## src/rtl/julian_day_to_calendar_top_macros.svh

```systemverilog
// ----------------------------------------------------------------------------
// Assertion macros for the Julian day to calendar converter
// Shared property wrappers; clock and active-low reset are passed in.
// ----------------------------------------------------------------------------
`ifndef JULIAN_DAY_TO_CALENDAR_TOP_MACROS_SVH
`define JULIAN_DAY_TO_CALENDAR_TOP_MACROS_SVH

// Same-cycle implication, disabled while reset is asserted.
`define JDC_ASSERT_IMPL(label, clk, rst_n, ante, cons, msg) \
    label: assert property (@(posedge clk) disable iff (!(rst_n)) (ante) |-> (cons)) \
        else $error(msg);

// Delayed implication with the delay given by n, disabled while reset is asserted.
`define JDC_ASSERT_AFTER(label, clk, rst_n, ante, n, cons, msg) \
    label: assert property (@(posedge clk) disable iff (!(rst_n)) (ante) |-> ##(n) (cons)) \
        else $error(msg);

`endif

```

## src/rtl/jdc_pkg.sv

```systemverilog
// ----------------------------------------------------------------------------
// jdc_pkg
// Widths, reciprocal constants and tables for the Julian day converter.
// ----------------------------------------------------------------------------
`timescale 1ns / 1ps
`default_nettype none

package jdc_pkg;

    // Input format
    localparam int DAY_BITS      = 22;
    localparam int FRACTION_BITS = 32;
    localparam int JD_W          = DAY_BITS + FRACTION_BITS;
    localparam int Z_W           = DAY_BITS + 1;   // whole day after the half-day carry

    localparam logic [JD_W:0]    HALF_DAY   = (JD_W + 1)'(64'd1 << (FRACTION_BITS - 1));
    localparam logic [Z_W-1:0]   GREG_START = Z_W'(2299161);

    // alpha = (4Z - 7468865) / 146097
    localparam int NA_W      = Z_W + 2;
    localparam int NA_OFFSET = 7468865;
    localparam int AL_DIV    = 146097;
    localparam int AL_SHIFT  = NA_W + 18;
    localparam longint unsigned AL_MUL =
        ((64'd1 << AL_SHIFT) + 64'(AL_DIV) - 64'd1) / 64'(AL_DIV);
    localparam int AL_MUL_W  = $clog2(AL_MUL + 64'd1);
    localparam int AL_W      = Z_W - 15;
    localparam logic [AL_MUL_W-1:0] AL_MUL_V = AL_MUL_W'(AL_MUL);

    // B = A + 1524
    localparam int B_W      = Z_W + 1;
    localparam int B_OFFSET = 1524;

    // C = (20B - 2442) / 7305
    localparam int NC_W      = B_W + 5;
    localparam int NC_OFFSET = 2442;
    localparam int C_DIV     = 7305;
    localparam int C_SHIFT   = NC_W + 13;
    localparam longint unsigned C_MUL =
        ((64'd1 << C_SHIFT) + 64'(C_DIV) - 64'd1) / 64'(C_DIV);
    localparam int C_MUL_W   = $clog2(C_MUL + 64'd1);
    localparam int C_W       = NC_W - 12;
    localparam logic [C_MUL_W-1:0] C_MUL_V = C_MUL_W'(C_MUL);

    // D = 1461C / 4; B - D always lies below 2^X_W
    localparam int D_MUL    = 1461;
    localparam int D_PROD_W = C_W + 11;
    localparam int X_W      = 9;

    // E = 10000(B - D) / 306001, scale folded into the reciprocal
    localparam int E_SCALE  = 10000;
    localparam int E_DIV    = 306001;
    localparam int E_SHIFT  = X_W + 14 + 19;
    localparam longint unsigned E_MUL =
        64'(E_SCALE) * (((64'd1 << E_SHIFT) + 64'(E_DIV) - 64'd1) / 64'(E_DIV));
    localparam int E_MUL_W  = $clog2(E_MUL + 64'd1);
    localparam int E_W      = 5;
    localparam logic [E_MUL_W-1:0] E_MUL_V = E_MUL_W'(E_MUL);

    localparam int MONTH_WRAP_E   = 14;
    localparam int MONTH_LOW_OFF  = 1;
    localparam int MONTH_HIGH_OFF = 13;
    localparam int LAST_WINTER    = 2;          // February
    localparam int YEAR_OFF_LATE  = 4716;
    localparam int YEAR_OFF_EARLY = 4715;

    // Output fields
    localparam int YEAR_W  = 14;
    localparam int MONTH_W = 4;
    localparam int DAY_W   = 5;
    localparam int HOUR_W  = 5;
    localparam int MIN_W   = 6;
    localparam int SEC_W   = 6;

    // Time of day
    localparam int SECS_W      = 17;
    localparam int SEC_PER_DAY = 86400;
    localparam int SEC_PER_MIN = 60;
    localparam int H_DIV       = 3600;
    localparam int H_SHIFT     = SECS_W + 12;
    localparam longint unsigned H_MUL =
        ((64'd1 << H_SHIFT) + 64'(H_DIV) - 64'd1) / 64'(H_DIV);
    localparam int H_MUL_W     = $clog2(H_MUL + 64'd1);
    localparam logic [H_MUL_W-1:0] H_MUL_V = H_MUL_W'(H_MUL);
    localparam int M_SHIFT     = SECS_W + 6;
    localparam longint unsigned M_MUL =
        ((64'd1 << M_SHIFT) + 64'(SEC_PER_MIN) - 64'd1) / 64'(SEC_PER_MIN);
    localparam int M_MUL_W     = $clog2(M_MUL + 64'd1);
    localparam logic [M_MUL_W-1:0] M_MUL_V = M_MUL_W'(M_MUL);
    localparam int MINS_W      = 11;            // minutes of the day, below 1440

    localparam int PIPE_DEPTH = 8;

    typedef logic [X_W-1:0] t_day_count;

    // floor(30.6001 * e): days before the month that E stands for
    function automatic t_day_count month_offset(input logic [E_W-1:0] e);
        t_day_count v;
        unique case (e)
            5'd0:    v = 9'd0;
            5'd1:    v = 9'd30;
            5'd2:    v = 9'd61;
            5'd3:    v = 9'd91;
            5'd4:    v = 9'd122;
            5'd5:    v = 9'd153;
            5'd6:    v = 9'd183;
            5'd7:    v = 9'd214;
            5'd8:    v = 9'd244;
            5'd9:    v = 9'd275;
            5'd10:   v = 9'd306;
            5'd11:   v = 9'd336;
            5'd12:   v = 9'd367;
            5'd13:   v = 9'd397;
            5'd14:   v = 9'd428;
            5'd15:   v = 9'd459;
            5'd16:   v = 9'd489;
            default: v = 9'd0;
        endcase
        return v;
    endfunction

endpackage

`default_nettype wire

```

## src/rtl/julian_day_to_calendar_top.sv

```systemverilog
// ----------------------------------------------------------------------------
// julian_day_to_calendar_top
// Julian day (fixed point) to calendar date and time of day, Meeus method.
// ----------------------------------------------------------------------------
// A transaction is taken on every clock edge with start high and busy low; busy
// is high only while reset is held, so one timestamp can enter per cycle. The
// result appears on the o_ ports with o_done high for one cycle, once it has
// passed the eight register stages of the pipeline around the constant-reciprocal
// multipliers. The output side cannot stall, so results must be captured when
// o_done is high. Days below 2299161 follow the Julian calendar, later days the
// Gregorian one; years out of range wrap to 14 bits without a flag.
`timescale 1ns / 1ps
`default_nettype none
`include "julian_day_to_calendar_top_macros.svh"

module julian_day_to_calendar_top (
    input  wire logic                                  i_clk,
    input  wire logic                                  i_rst_n,
    input  wire logic                                  start,
    output logic                                       busy,
    input  wire logic [jdc_pkg::JD_W-1:0]              i_julian_day_fixed,
    output logic                                       o_done,
    output logic signed [jdc_pkg::YEAR_W-1:0]          o_year,
    output logic [jdc_pkg::MONTH_W-1:0]                o_month,
    output logic [jdc_pkg::DAY_W-1:0]                  o_day_of_month,
    output logic [jdc_pkg::HOUR_W-1:0]                 o_hour,
    output logic [jdc_pkg::MIN_W-1:0]                  o_minute,
    output logic [jdc_pkg::SEC_W-1:0]                  o_second
);

    // ---------------- control ----------------
    logic                            r_busy;
    logic [jdc_pkg::PIPE_DEPTH-1:0]  r_vld;
    logic [jdc_pkg::PIPE_DEPTH-1:0]  n_vld;
    logic                            w_accept;

    assign w_accept = start & ~r_busy;
    assign n_vld    = {r_vld[jdc_pkg::PIPE_DEPTH-2:0], w_accept};

    always_ff @(posedge i_clk) begin
        if (!i_rst_n) begin
            r_busy <= 1'b1;
            r_vld  <= '0;
        end else begin
            r_busy <= 1'b0;
            r_vld  <= n_vld;
        end
    end

    assign busy   = r_busy;
    assign o_done = r_vld[jdc_pkg::PIPE_DEPTH-1];

    // ---------------- stage 1: half-day carry, split Z and F ----------------
    logic [jdc_pkg::JD_W:0]             w_shifted;
    logic [jdc_pkg::Z_W-1:0]            n_s1_z;
    logic [jdc_pkg::NA_W-1:0]           n_s1_na;
    logic [jdc_pkg::Z_W-1:0]            r_s1_z;
    logic [jdc_pkg::FRACTION_BITS-1:0]  r_s1_f;
    logic                               r_s1_greg;
    logic [jdc_pkg::NA_W-1:0]           r_s1_na;

    assign w_shifted = {1'b0, i_julian_day_fixed} + jdc_pkg::HALF_DAY;
    assign n_s1_z    = w_shifted[jdc_pkg::JD_W -: jdc_pkg::Z_W];
    // only meaningful on the Gregorian side, where it cannot go negative
    assign n_s1_na   = {n_s1_z, 2'b00} - jdc_pkg::NA_W'(jdc_pkg::NA_OFFSET);

    always_ff @(posedge i_clk) begin
        r_s1_z    <= n_s1_z;
        r_s1_f    <= w_shifted[jdc_pkg::FRACTION_BITS-1:0];
        r_s1_greg <= (n_s1_z >= jdc_pkg::GREG_START);
        r_s1_na   <= n_s1_na;
    end

    // ---------------- stage 2: alpha and seconds of day ----------------
    logic [jdc_pkg::NA_W+jdc_pkg::AL_MUL_W-1:0]   w_al_prod;
    logic [jdc_pkg::FRACTION_BITS+16:0]           w_sec_prod;
    logic [jdc_pkg::Z_W-1:0]                      r_s2_z;
    logic                                         r_s2_greg;
    logic [jdc_pkg::AL_W-1:0]                     r_s2_alpha;
    logic [jdc_pkg::SECS_W-1:0]                   r_s2_secs;

    assign w_al_prod  = (jdc_pkg::NA_W + jdc_pkg::AL_MUL_W)'(r_s1_na)
                      * (jdc_pkg::NA_W + jdc_pkg::AL_MUL_W)'(jdc_pkg::AL_MUL_V);
    assign w_sec_prod = (jdc_pkg::FRACTION_BITS + 17)'(r_s1_f)
                      * (jdc_pkg::FRACTION_BITS + 17)'(jdc_pkg::SEC_PER_DAY);

    always_ff @(posedge i_clk) begin
        r_s2_z     <= r_s1_z;
        r_s2_greg  <= r_s1_greg;
        r_s2_alpha <= w_al_prod[jdc_pkg::AL_SHIFT +: jdc_pkg::AL_W];
        r_s2_secs  <= w_sec_prod[jdc_pkg::FRACTION_BITS +: jdc_pkg::SECS_W];
    end

    // ---------------- stage 3: B, hour and minute of day ----------------
    logic [jdc_pkg::B_W-1:0]                      w_greg_adj;
    logic [jdc_pkg::SECS_W+jdc_pkg::H_MUL_W-1:0]  w_h_prod;
    logic [jdc_pkg::SECS_W+jdc_pkg::M_MUL_W-1:0]  w_m_prod;
    logic [jdc_pkg::B_W-1:0]                      r_s3_b;
    logic [jdc_pkg::HOUR_W-1:0]                   r_s3_hour;
    logic [jdc_pkg::MINS_W-1:0]                   r_s3_mins;
    logic [jdc_pkg::SECS_W-1:0]                   r_s3_secs;

    assign w_greg_adj = r_s2_greg
        ? (jdc_pkg::B_W'(r_s2_alpha) - jdc_pkg::B_W'(r_s2_alpha >> 2) + jdc_pkg::B_W'(1))
        : '0;
    assign w_h_prod = (jdc_pkg::SECS_W + jdc_pkg::H_MUL_W)'(r_s2_secs)
                    * (jdc_pkg::SECS_W + jdc_pkg::H_MUL_W)'(jdc_pkg::H_MUL_V);
    assign w_m_prod = (jdc_pkg::SECS_W + jdc_pkg::M_MUL_W)'(r_s2_secs)
                    * (jdc_pkg::SECS_W + jdc_pkg::M_MUL_W)'(jdc_pkg::M_MUL_V);

    always_ff @(posedge i_clk) begin
        r_s3_b    <= jdc_pkg::B_W'(r_s2_z) + w_greg_adj + jdc_pkg::B_W'(jdc_pkg::B_OFFSET);
        r_s3_hour <= w_h_prod[jdc_pkg::H_SHIFT +: jdc_pkg::HOUR_W];
        r_s3_mins <= w_m_prod[jdc_pkg::M_SHIFT +: jdc_pkg::MINS_W];
        r_s3_secs <= r_s2_secs;
    end

    // ---------------- stage 4: C numerator, minute and second ----------------
    logic [jdc_pkg::MINS_W-1:0]   w_hour60;
    logic [jdc_pkg::SECS_W-1:0]   w_min60;
    logic [jdc_pkg::NC_W-1:0]     r_s4_nc;
    logic [jdc_pkg::B_W-1:0]      r_s4_b;
    logic [jdc_pkg::HOUR_W-1:0]   r_s4_hour;
    logic [jdc_pkg::MIN_W-1:0]    r_s4_minute;
    logic [jdc_pkg::SEC_W-1:0]    r_s4_second;

    assign w_hour60 = jdc_pkg::MINS_W'(r_s3_hour) * jdc_pkg::MINS_W'(jdc_pkg::SEC_PER_MIN);
    assign w_min60  = jdc_pkg::SECS_W'(r_s3_mins) * jdc_pkg::SECS_W'(jdc_pkg::SEC_PER_MIN);

    always_ff @(posedge i_clk) begin
        r_s4_nc     <= jdc_pkg::NC_W'({r_s3_b, 4'b0000}) + jdc_pkg::NC_W'({r_s3_b, 2'b00})
                     - jdc_pkg::NC_W'(jdc_pkg::NC_OFFSET);
        r_s4_b      <= r_s3_b;
        r_s4_hour   <= r_s3_hour;
        r_s4_minute <= r_s3_mins[jdc_pkg::MIN_W-1:0] - w_hour60[jdc_pkg::MIN_W-1:0];
        r_s4_second <= r_s3_secs[jdc_pkg::SEC_W-1:0] - w_min60[jdc_pkg::SEC_W-1:0];
    end

    // ---------------- stage 5: C ----------------
    logic [jdc_pkg::NC_W+jdc_pkg::C_MUL_W-1:0]  w_c_prod;
    logic [jdc_pkg::C_W-1:0]                    r_s5_c;
    logic [jdc_pkg::B_W-1:0]                    r_s5_b;
    logic [jdc_pkg::HOUR_W-1:0]                 r_s5_hour;
    logic [jdc_pkg::MIN_W-1:0]                  r_s5_minute;
    logic [jdc_pkg::SEC_W-1:0]                  r_s5_second;

    assign w_c_prod = (jdc_pkg::NC_W + jdc_pkg::C_MUL_W)'(r_s4_nc)
                    * (jdc_pkg::NC_W + jdc_pkg::C_MUL_W)'(jdc_pkg::C_MUL_V);

    always_ff @(posedge i_clk) begin
        r_s5_c      <= w_c_prod[jdc_pkg::C_SHIFT +: jdc_pkg::C_W];
        r_s5_b      <= r_s4_b;
        r_s5_hour   <= r_s4_hour;
        r_s5_minute <= r_s4_minute;
        r_s5_second <= r_s4_second;
    end

    // ---------------- stage 6: day count within the Meeus year, B - D ----------------
    logic [jdc_pkg::D_PROD_W-1:0]  w_d_prod;
    logic [jdc_pkg::X_W-1:0]       r_s6_x;
    logic [jdc_pkg::C_W-1:0]       r_s6_c;
    logic [jdc_pkg::HOUR_W-1:0]    r_s6_hour;
    logic [jdc_pkg::MIN_W-1:0]     r_s6_minute;
    logic [jdc_pkg::SEC_W-1:0]     r_s6_second;

    assign w_d_prod = jdc_pkg::D_PROD_W'(r_s5_c) * jdc_pkg::D_PROD_W'(jdc_pkg::D_MUL);

    always_ff @(posedge i_clk) begin
        // B - D is below 2^X_W, so the low bits of each side suffice
        r_s6_x      <= r_s5_b[jdc_pkg::X_W-1:0] - w_d_prod[2 +: jdc_pkg::X_W];
        r_s6_c      <= r_s5_c;
        r_s6_hour   <= r_s5_hour;
        r_s6_minute <= r_s5_minute;
        r_s6_second <= r_s5_second;
    end

    // ---------------- stage 7: E ----------------
    logic [jdc_pkg::X_W+jdc_pkg::E_MUL_W-1:0]  w_e_prod;
    logic [jdc_pkg::E_W-1:0]                   r_s7_e;
    logic [jdc_pkg::X_W-1:0]                   r_s7_x;
    logic [jdc_pkg::C_W-1:0]                   r_s7_c;
    logic [jdc_pkg::HOUR_W-1:0]                r_s7_hour;
    logic [jdc_pkg::MIN_W-1:0]                 r_s7_minute;
    logic [jdc_pkg::SEC_W-1:0]                 r_s7_second;

    assign w_e_prod = (jdc_pkg::X_W + jdc_pkg::E_MUL_W)'(r_s6_x)
                    * (jdc_pkg::X_W + jdc_pkg::E_MUL_W)'(jdc_pkg::E_MUL_V);

    always_ff @(posedge i_clk) begin
        r_s7_e      <= w_e_prod[jdc_pkg::E_SHIFT +: jdc_pkg::E_W];
        r_s7_x      <= r_s6_x;
        r_s7_c      <= r_s6_c;
        r_s7_hour   <= r_s6_hour;
        r_s7_minute <= r_s6_minute;
        r_s7_second <= r_s6_second;
    end

    // ---------------- stage 8: day, month, year ----------------
    logic [jdc_pkg::X_W-1:0]      w_day_full;
    logic [jdc_pkg::E_W-1:0]      w_month_full;
    logic [jdc_pkg::MONTH_W-1:0]  n_month;
    logic [jdc_pkg::YEAR_W-1:0]   n_year;
    logic [jdc_pkg::YEAR_W-1:0]   r_year;
    logic [jdc_pkg::MONTH_W-1:0]  r_month;
    logic [jdc_pkg::DAY_W-1:0]    r_day;
    logic [jdc_pkg::HOUR_W-1:0]   r_hour;
    logic [jdc_pkg::MIN_W-1:0]    r_minute;
    logic [jdc_pkg::SEC_W-1:0]    r_second;

    assign w_day_full   = r_s7_x - jdc_pkg::month_offset(r_s7_e);
    assign w_month_full = (r_s7_e < jdc_pkg::E_W'(jdc_pkg::MONTH_WRAP_E))
                        ? r_s7_e - jdc_pkg::E_W'(jdc_pkg::MONTH_LOW_OFF)
                        : r_s7_e - jdc_pkg::E_W'(jdc_pkg::MONTH_HIGH_OFF);
    assign n_month      = w_month_full[jdc_pkg::MONTH_W-1:0];
    // March onward belongs to the year that started with C - 4716
    assign n_year = (n_month > jdc_pkg::MONTH_W'(jdc_pkg::LAST_WINTER))
        ? r_s7_c[jdc_pkg::YEAR_W-1:0] - jdc_pkg::YEAR_W'(jdc_pkg::YEAR_OFF_LATE)
        : r_s7_c[jdc_pkg::YEAR_W-1:0] - jdc_pkg::YEAR_W'(jdc_pkg::YEAR_OFF_EARLY);

    always_ff @(posedge i_clk) begin
        r_year   <= n_year;
        r_month  <= n_month;
        r_day    <= w_day_full[jdc_pkg::DAY_W-1:0];
        r_hour   <= r_s7_hour;
        r_minute <= r_s7_minute;
        r_second <= r_s7_second;
    end

    assign o_year         = signed'(r_year);
    assign o_month        = r_month;
    assign o_day_of_month = r_day;
    assign o_hour         = r_hour;
    assign o_minute       = r_minute;
    assign o_second       = r_second;

    // ---------------- assertions ----------------
    `JDC_ASSERT_AFTER(a_latency, i_clk, i_rst_n, start && !busy, jdc_pkg::PIPE_DEPTH, o_done, "result strobe missing after transaction")
    `JDC_ASSERT_IMPL(a_month_range, i_clk, i_rst_n, o_done, o_month >= 4'd1 && o_month <= 4'd12, "month out of range")
    `JDC_ASSERT_IMPL(a_day_range, i_clk, i_rst_n, o_done, o_day_of_month >= 5'd1 && o_day_of_month <= 5'd31, "day out of range")
    `JDC_ASSERT_IMPL(a_time_range, i_clk, i_rst_n, o_done, o_hour <= 5'd23 && o_minute <= 6'd59 && o_second <= 6'd59, "time of day out of range")

endmodule

`default_nettype wire
```

## config.mk

```make
export PLATFORM = sky130hd
export DESIGN_NAME = julian_day_to_calendar_top
export DESIGN_NICKNAME = d
export VERILOG_FILES = /design/src/rtl/jdc_pkg.sv /design/src/rtl/julian_day_to_calendar_top.sv
export VERILOG_INCLUDE_DIRS = /design/src /design/src/rtl
export SDC_FILE = /design/constraint.sdc
export NUM_CORES = 2
export LEC_CHECK = 0
export CELL_PAD_IN_SITES_DETAIL_PLACEMENT = 1
export CELL_PAD_IN_SITES_GLOBAL_PLACEMENT = 2
export CORE_ASPECT_RATIO = 1.5
export CORE_MARGIN = 2
export CORE_UTILIZATION = 34
export DETAILED_ROUTE_END_ITERATION = 8
export DONT_BUFFER_PORTS = 1
export PLACE_DENSITY = 0.65
export SLEW_MARGIN = 20
export SYNTH_ARGS = -nofsm -noshare
export SYNTH_HDL_FRONTEND = slang
export SYNTH_SLANG_ARGS = --single-unit
```

## constraint.sdc

```tcl
create_clock -name i_clk -period 8.5 [get_ports i_clk]
set_clock_uncertainty 0.15 [all_clocks]
set_input_delay 1.7 -clock i_clk [delete_from_list [all_inputs] [get_ports i_clk]]
set_output_delay 1.7 -clock i_clk [all_outputs]
set_load 0.01 [all_outputs]
```

# Word level (Yosys, flattened, before mapping)
# Memory sizes are Yosys's and may differ from the RTL's. A register that Yosys moved wholly into a read port is not among the register bits.
# Index checks and enable logic that the tools add are counted.
[word_totals]
register_bits = 404
mem_bits_ro = 288
inputBits = 57
output_inout_bits = 42
elab_cells = 76
mem_count = 1
[classes]
add_sub_neg = 16
n_mul = 9
n_lt_le_gt_ge = 3
mux = 4
n_bitwise = 2
[mem_list]
columns = ["memory", "words", "width", "rd", "rd_ports_with_merged_regs", "write_ports", "line", "text"]
rows = [
  ["(name not given)", 32, 9, 1, 1, 0, "jdc_pkg.sv:99", "unique case (e)"],
]
[ops]
columns = ["operator", "n"]
rows = [
  ["$mul 17x18->34 const B", 2],
  ["$mul 29x28->57 const B", 1],
  ["$add 54x32->55 const B", 1],
  ["$mul 25x24->49 const B", 1],
  ["$mul 9x34->43 const B", 1],
  ["$mul 32x10->42 const B", 1],
  ["$add 28x26->29", 1],
  ["$sub 29x12->29 const B", 1],
  ["$sub 14x13->14 const B", 2],
  ["$sub 25x23->25 const B", 1],
  ["$add 23x24->24", 1],
  ["$add 24x11->24 const B", 1],
  ["$mux 24", 1],
  ["$ge 23x22->1 const B", 1],
  ["$mul 17x11->11 const B", 1],
  ["$mux 14", 1],
  ["$sub 6x6->6", 2],
  ["$mul 11x4->4 const B", 1],
  ["$add 9x2->10 const B", 1],
  ["$sub 8x6->9", 1],
  ["$sub 9x9->9", 1],
  ["$lt 5x4->1 const B", 1],
  ["$mul 5x4->4 const B", 1],
  ["$sub 5x5->5", 1],
  ["7 further kinds", 7],
]

# Logic depth before layout (Yosys ltp)
[depth]
word_depth = 5
depth_mapped = 25

# Least setup slack after synthesis
# Ideal clock, no wire load.
[synth_timing]
path_type = "register to register"
from = "register r_s4_nc[11] (netlist name)"
to = "register r_s5_c[9] (netlist name)"
t_arrival_ps = 6289
slack_ps = 1989
stages_incl_launch_ff = 22
n_path_buf = 0
cell_sequence = "dfxtp_1 -> fa_1 -> inv_1 -> fa_1 -> inv_1 -> fa_1 -> fa_1 -> fa_1 -> fa_1 -> inv_1 -> fa_1 -> inv_1 -> ha_1 -> a211oi_1 -> o21bai_1 -> a311oi_1 -> o21bai_1 -> a2111o_1 -> a211o_1 -> a31o_1 -> a21oi_2 -> xnor2_1"
[synth_via]
elab_chain_cells = 1
[synth_rtl]
columns = ["item", "line", "text"]
rows = [
  ["start: declaration", "julian_day_to_calendar_top.sv:121", "logic [jdc_pkg::NC_W-1:0] r_s4_nc;"],
  ["start signal: assignment", "julian_day_to_calendar_top.sv:131", "r_s4_nc <= jdc_pkg::NC_W'({r_s3_b, 4'b0000}) + jdc_pkg::NC_W'({r_s3_b, 2'b00})"],
  ["$mul 29x28->57", "julian_day_to_calendar_top.sv:148", "* (jdc_pkg::NC_W + jdc_pkg::C_MUL_W)'(jdc_pkg::C_MUL_V);"],
  ["net w_c_prod, one bit", "julian_day_to_calendar_top.sv:140", "logic [jdc_pkg::NC_W+jdc_pkg::C_MUL_W-1:0] w_c_prod;"],
  ["end signal: assignment", "julian_day_to_calendar_top.sv:151", "r_s5_c <= w_c_prod[jdc_pkg::C_SHIFT +: jdc_pkg::C_W];"],
  ["end: declaration", "julian_day_to_calendar_top.sv:141", "logic [jdc_pkg::C_W-1:0] r_s5_c;"],
]
# The timed path passes the listed nets, and every way through them passes these cells.
# A chain may end at the register's enable or synchronous reset.

# Worst setup path in the final report
[layout_timing]
from = "register r_s4_nc[17] (netlist name)"
to = "register r_s5_c[11] (netlist name)"
# The elaborated chain is that of the path after synthesis.

==> metrics.yaml <==
outcome:
  status: "completed"
worst_hold_path:
  hp-class: "flip-flop to flip-flop"
  min_to: "r_s5_minute[0]$_DFF_P_"
  hold_depth: 0
  hp-start: "r_s4_minute[0]$_DFF_P_"
cells_and_area:
  nNetsFinal: 7325
  drive_above_1_share_pct: 2.68
  syn_to_final_growth_pct: 8.31
  fillers: 17665
  num_antenna_cells: 0
synthesis:
  synth-edff-count: 0
  synth_area_leaders: "fa_1, ha_1, dfxtp_1"
  netlist_instances: 5239
  syn_area_per_cell_um2: 10.1
  synth-seq-area-share_pct: 15.1
  ys_async_sr_fraction_pct: 0
  syn_area_um2: 52700
  synth.net_count: 7260
  yosys_register_bits: 397
  yosys.area.top_type: "fa_1"
  ys_types: 81
  ys_warn_count: 0
  synth_most_common_cell: "inv_1"
  ys_dominant_reg_cell: "dfxtp_1"
  netlist_top_cells_count: "inv_1, ha_1, fa_1"
  synth.top_cell.area_share_pct: 31.8
clock_network:
  clk_pin_slew_ns: 0.07
  cts.sinks: 397
  hold_buffers: 0
  clock_latency_ns: 0.66
  htree_num_levels: 2
  cts_setup_buffers: 0
  post_cts_resized: 0
  numCtsBuffers: 49
  ctsRootBufferMaster: "clkbuf_16"
  cts_buffer_depth: 3
  cts_tree: "built"
worst_setup_path:
  cp.required_ns: 8.88
  cp-end-kind: "flip-flop"
  r2r_cells: 19
  rr_endpoint: "r_s5_c[11]$_DFF_P_"
  arrival_ns: 8.19
  rrSetupSlack_ns: 0.69
  critPathMaxFanout: 10
  r2r_start: "r_s4_nc[17]$_DFF_P_"
  path_class: "flip-flop to flip-flop"
  start_kind: "flip-flop"
global_route:
  grt_util_all_layers_pct: 19.0
  grt_first_pass_wirelength_mm: 229
  grt_max_degree: 17
  grt_pass1_vias: 40015
  overflow: 0
  antenna_found_initial: 2
floorplan:
  start_util_pct: 34.1
  die_h_um: 486
  die_x_um: 326
  coreArea_um2: 155000
  die-area_um2: 158000
  io_pins: 99
  num_rows: 177
placement:
  place_hpwl_mm: 132
  routabilityCongestion: 0.917
  port_buffers: 0
timing:
  post-route-period-util_pct: 91.9
  drv_slew: 0
  fin_crit_ns: 7.81
  worst_pin_slew_ns: 1.10
  holdWs_ns: 0.158
  setup_viol: 0
  hold_viol: 0
  maxSlewHeadroom_pct: 26.1
  tns_ns: 0
  fmax_ghz: 0.128
  rsz0062_at_grt: "false"
drt:
  wirelength_mm: 146
  num_vias: 34174
  ant_nets: 0
  wl_per_cell_um: 19.7
  via_per_inst: 4.62
  drt_iter0_drc: 800
  dr.pass1.iters: 4
  drcViolationCount: 0
job:
  drv_cap: 0
[state kept, by name (all words and copies together), names as in the netlist, 9 cells and up, named ones only]
register   flops
r_s1_f        32
r_s4_nc       27
r_s3_b        24
r_s1_na       23
r_s1_z        23
r_s2_z        23
r_s2_secs     17
o_year        14
r_s5_c        14
r_s6_c        14
r_s7_c        14
r_s4_b         9
r_s5_b         9
r_s6_x         9
[placed cells by master (no fill, tap or decap), types with 73 or more instances in the layout]
cell	instances
nand2_1	112
fa_1	838
ha_1	1126
nor2_1	116
a21o_1	73
a21oi_1	152
dfxtp_1	397
xnor2_1	149
o21ai_0	96
inv_1	1650
[final cells by class]
cell class                 instances  area, µm²  share of cell area, %
multi-input combinational       3176      38500                   67.5
sequential                       397       7950                   13.9
inverter                        1652       6200                   10.9
tap                             2058       2570                   4.51
clock buffer                      61       1370                   2.40
clock inverter                    29        273                  0.478
timing repair buffer              28        210                  0.368
[through the flow]
stage | cells | cell area [µm²] | util [%] | setup slack [ns]
2_1_floorplan | 5239 | 52700 | - | 1.99
3_3_place_gp | 7311 | 55500 | 35.9 | 0.242
3_5_place_dp | 7311 | 55500 | 35.9 | 0.293
4_1_cts | 7401 | 57100 | 36.9 | 0.228
5_1_grt | 7401 | 57100 | 36.9 | 0.173
6_report | 7401 | 57100 | 36.9 | 0.690
[critical path, cell delays in order, from the launching register on]
cell and delay (ns):
dfxtp_1 0.70, fa_1 0.58, fa_1 0.56, fa_1 0.45, fa_1 0.54, fa_1 0.52
fa_1 0.59, inv_1 0.07, fa_1 0.53, inv_1 0.04, ha_1 0.31, nand4_1 0.27
nor4_2 0.64, nand3_1 0.14, o32ai_1 0.54, a2111o_1 0.35, nand4_1 0.20, a21boi_0 0.29
nor2_1 0.08, xnor2_1 0.13
[worst max path at each step]
stage / start / endpoint / slack [ns] / cells after the start
after floorplan: r_s4_nc[11]$_DFF_P_ / r_s5_c[9]$_DFF_P_ / 1.99 / 21
after global placement: r_s4_nc[13]$_DFF_P_ / r_s5_c[11]$_DFF_P_ / 0.24 / 21
after detailed placement: r_s4_nc[16]$_DFF_P_ / r_s5_c[11]$_DFF_P_ / 0.29 / 19
after CTS: r_s4_nc[16]$_DFF_P_ / r_s5_c[11]$_DFF_P_ / 0.23 / 19
after global routing: r_s4_nc[16]$_DFF_P_ / r_s5_c[12]$_DFF_P_ / 0.17 / 19
final: r_s4_nc[17]$_DFF_P_ / r_s5_c[11]$_DFF_P_ / 0.69 / 19
[kinds of logic after synthesis]
logic type | synth area share, %
muxes | 0.157
adders and majority gates | 58.5
and+or+nand+nor | 4.63
AOI/OAI and AO/OA | 6.36
buffers and inverters | 11.9
DFF | 15.1
xor gates and xnor gates | 3.37
[metal layers]
layer	wire length [µm]	up-vias	track usage, %
met4	6150	0	7.04
met1	53100	17271	19.2
met3	2560	192	1.64
met5	0	-	0
met2	84200	344	39.2
li1	-	16367	-
Power is left out: the tool's default activity adds up to more than one toggle a clock period on the data nets, which glitch-free logic cannot reach.
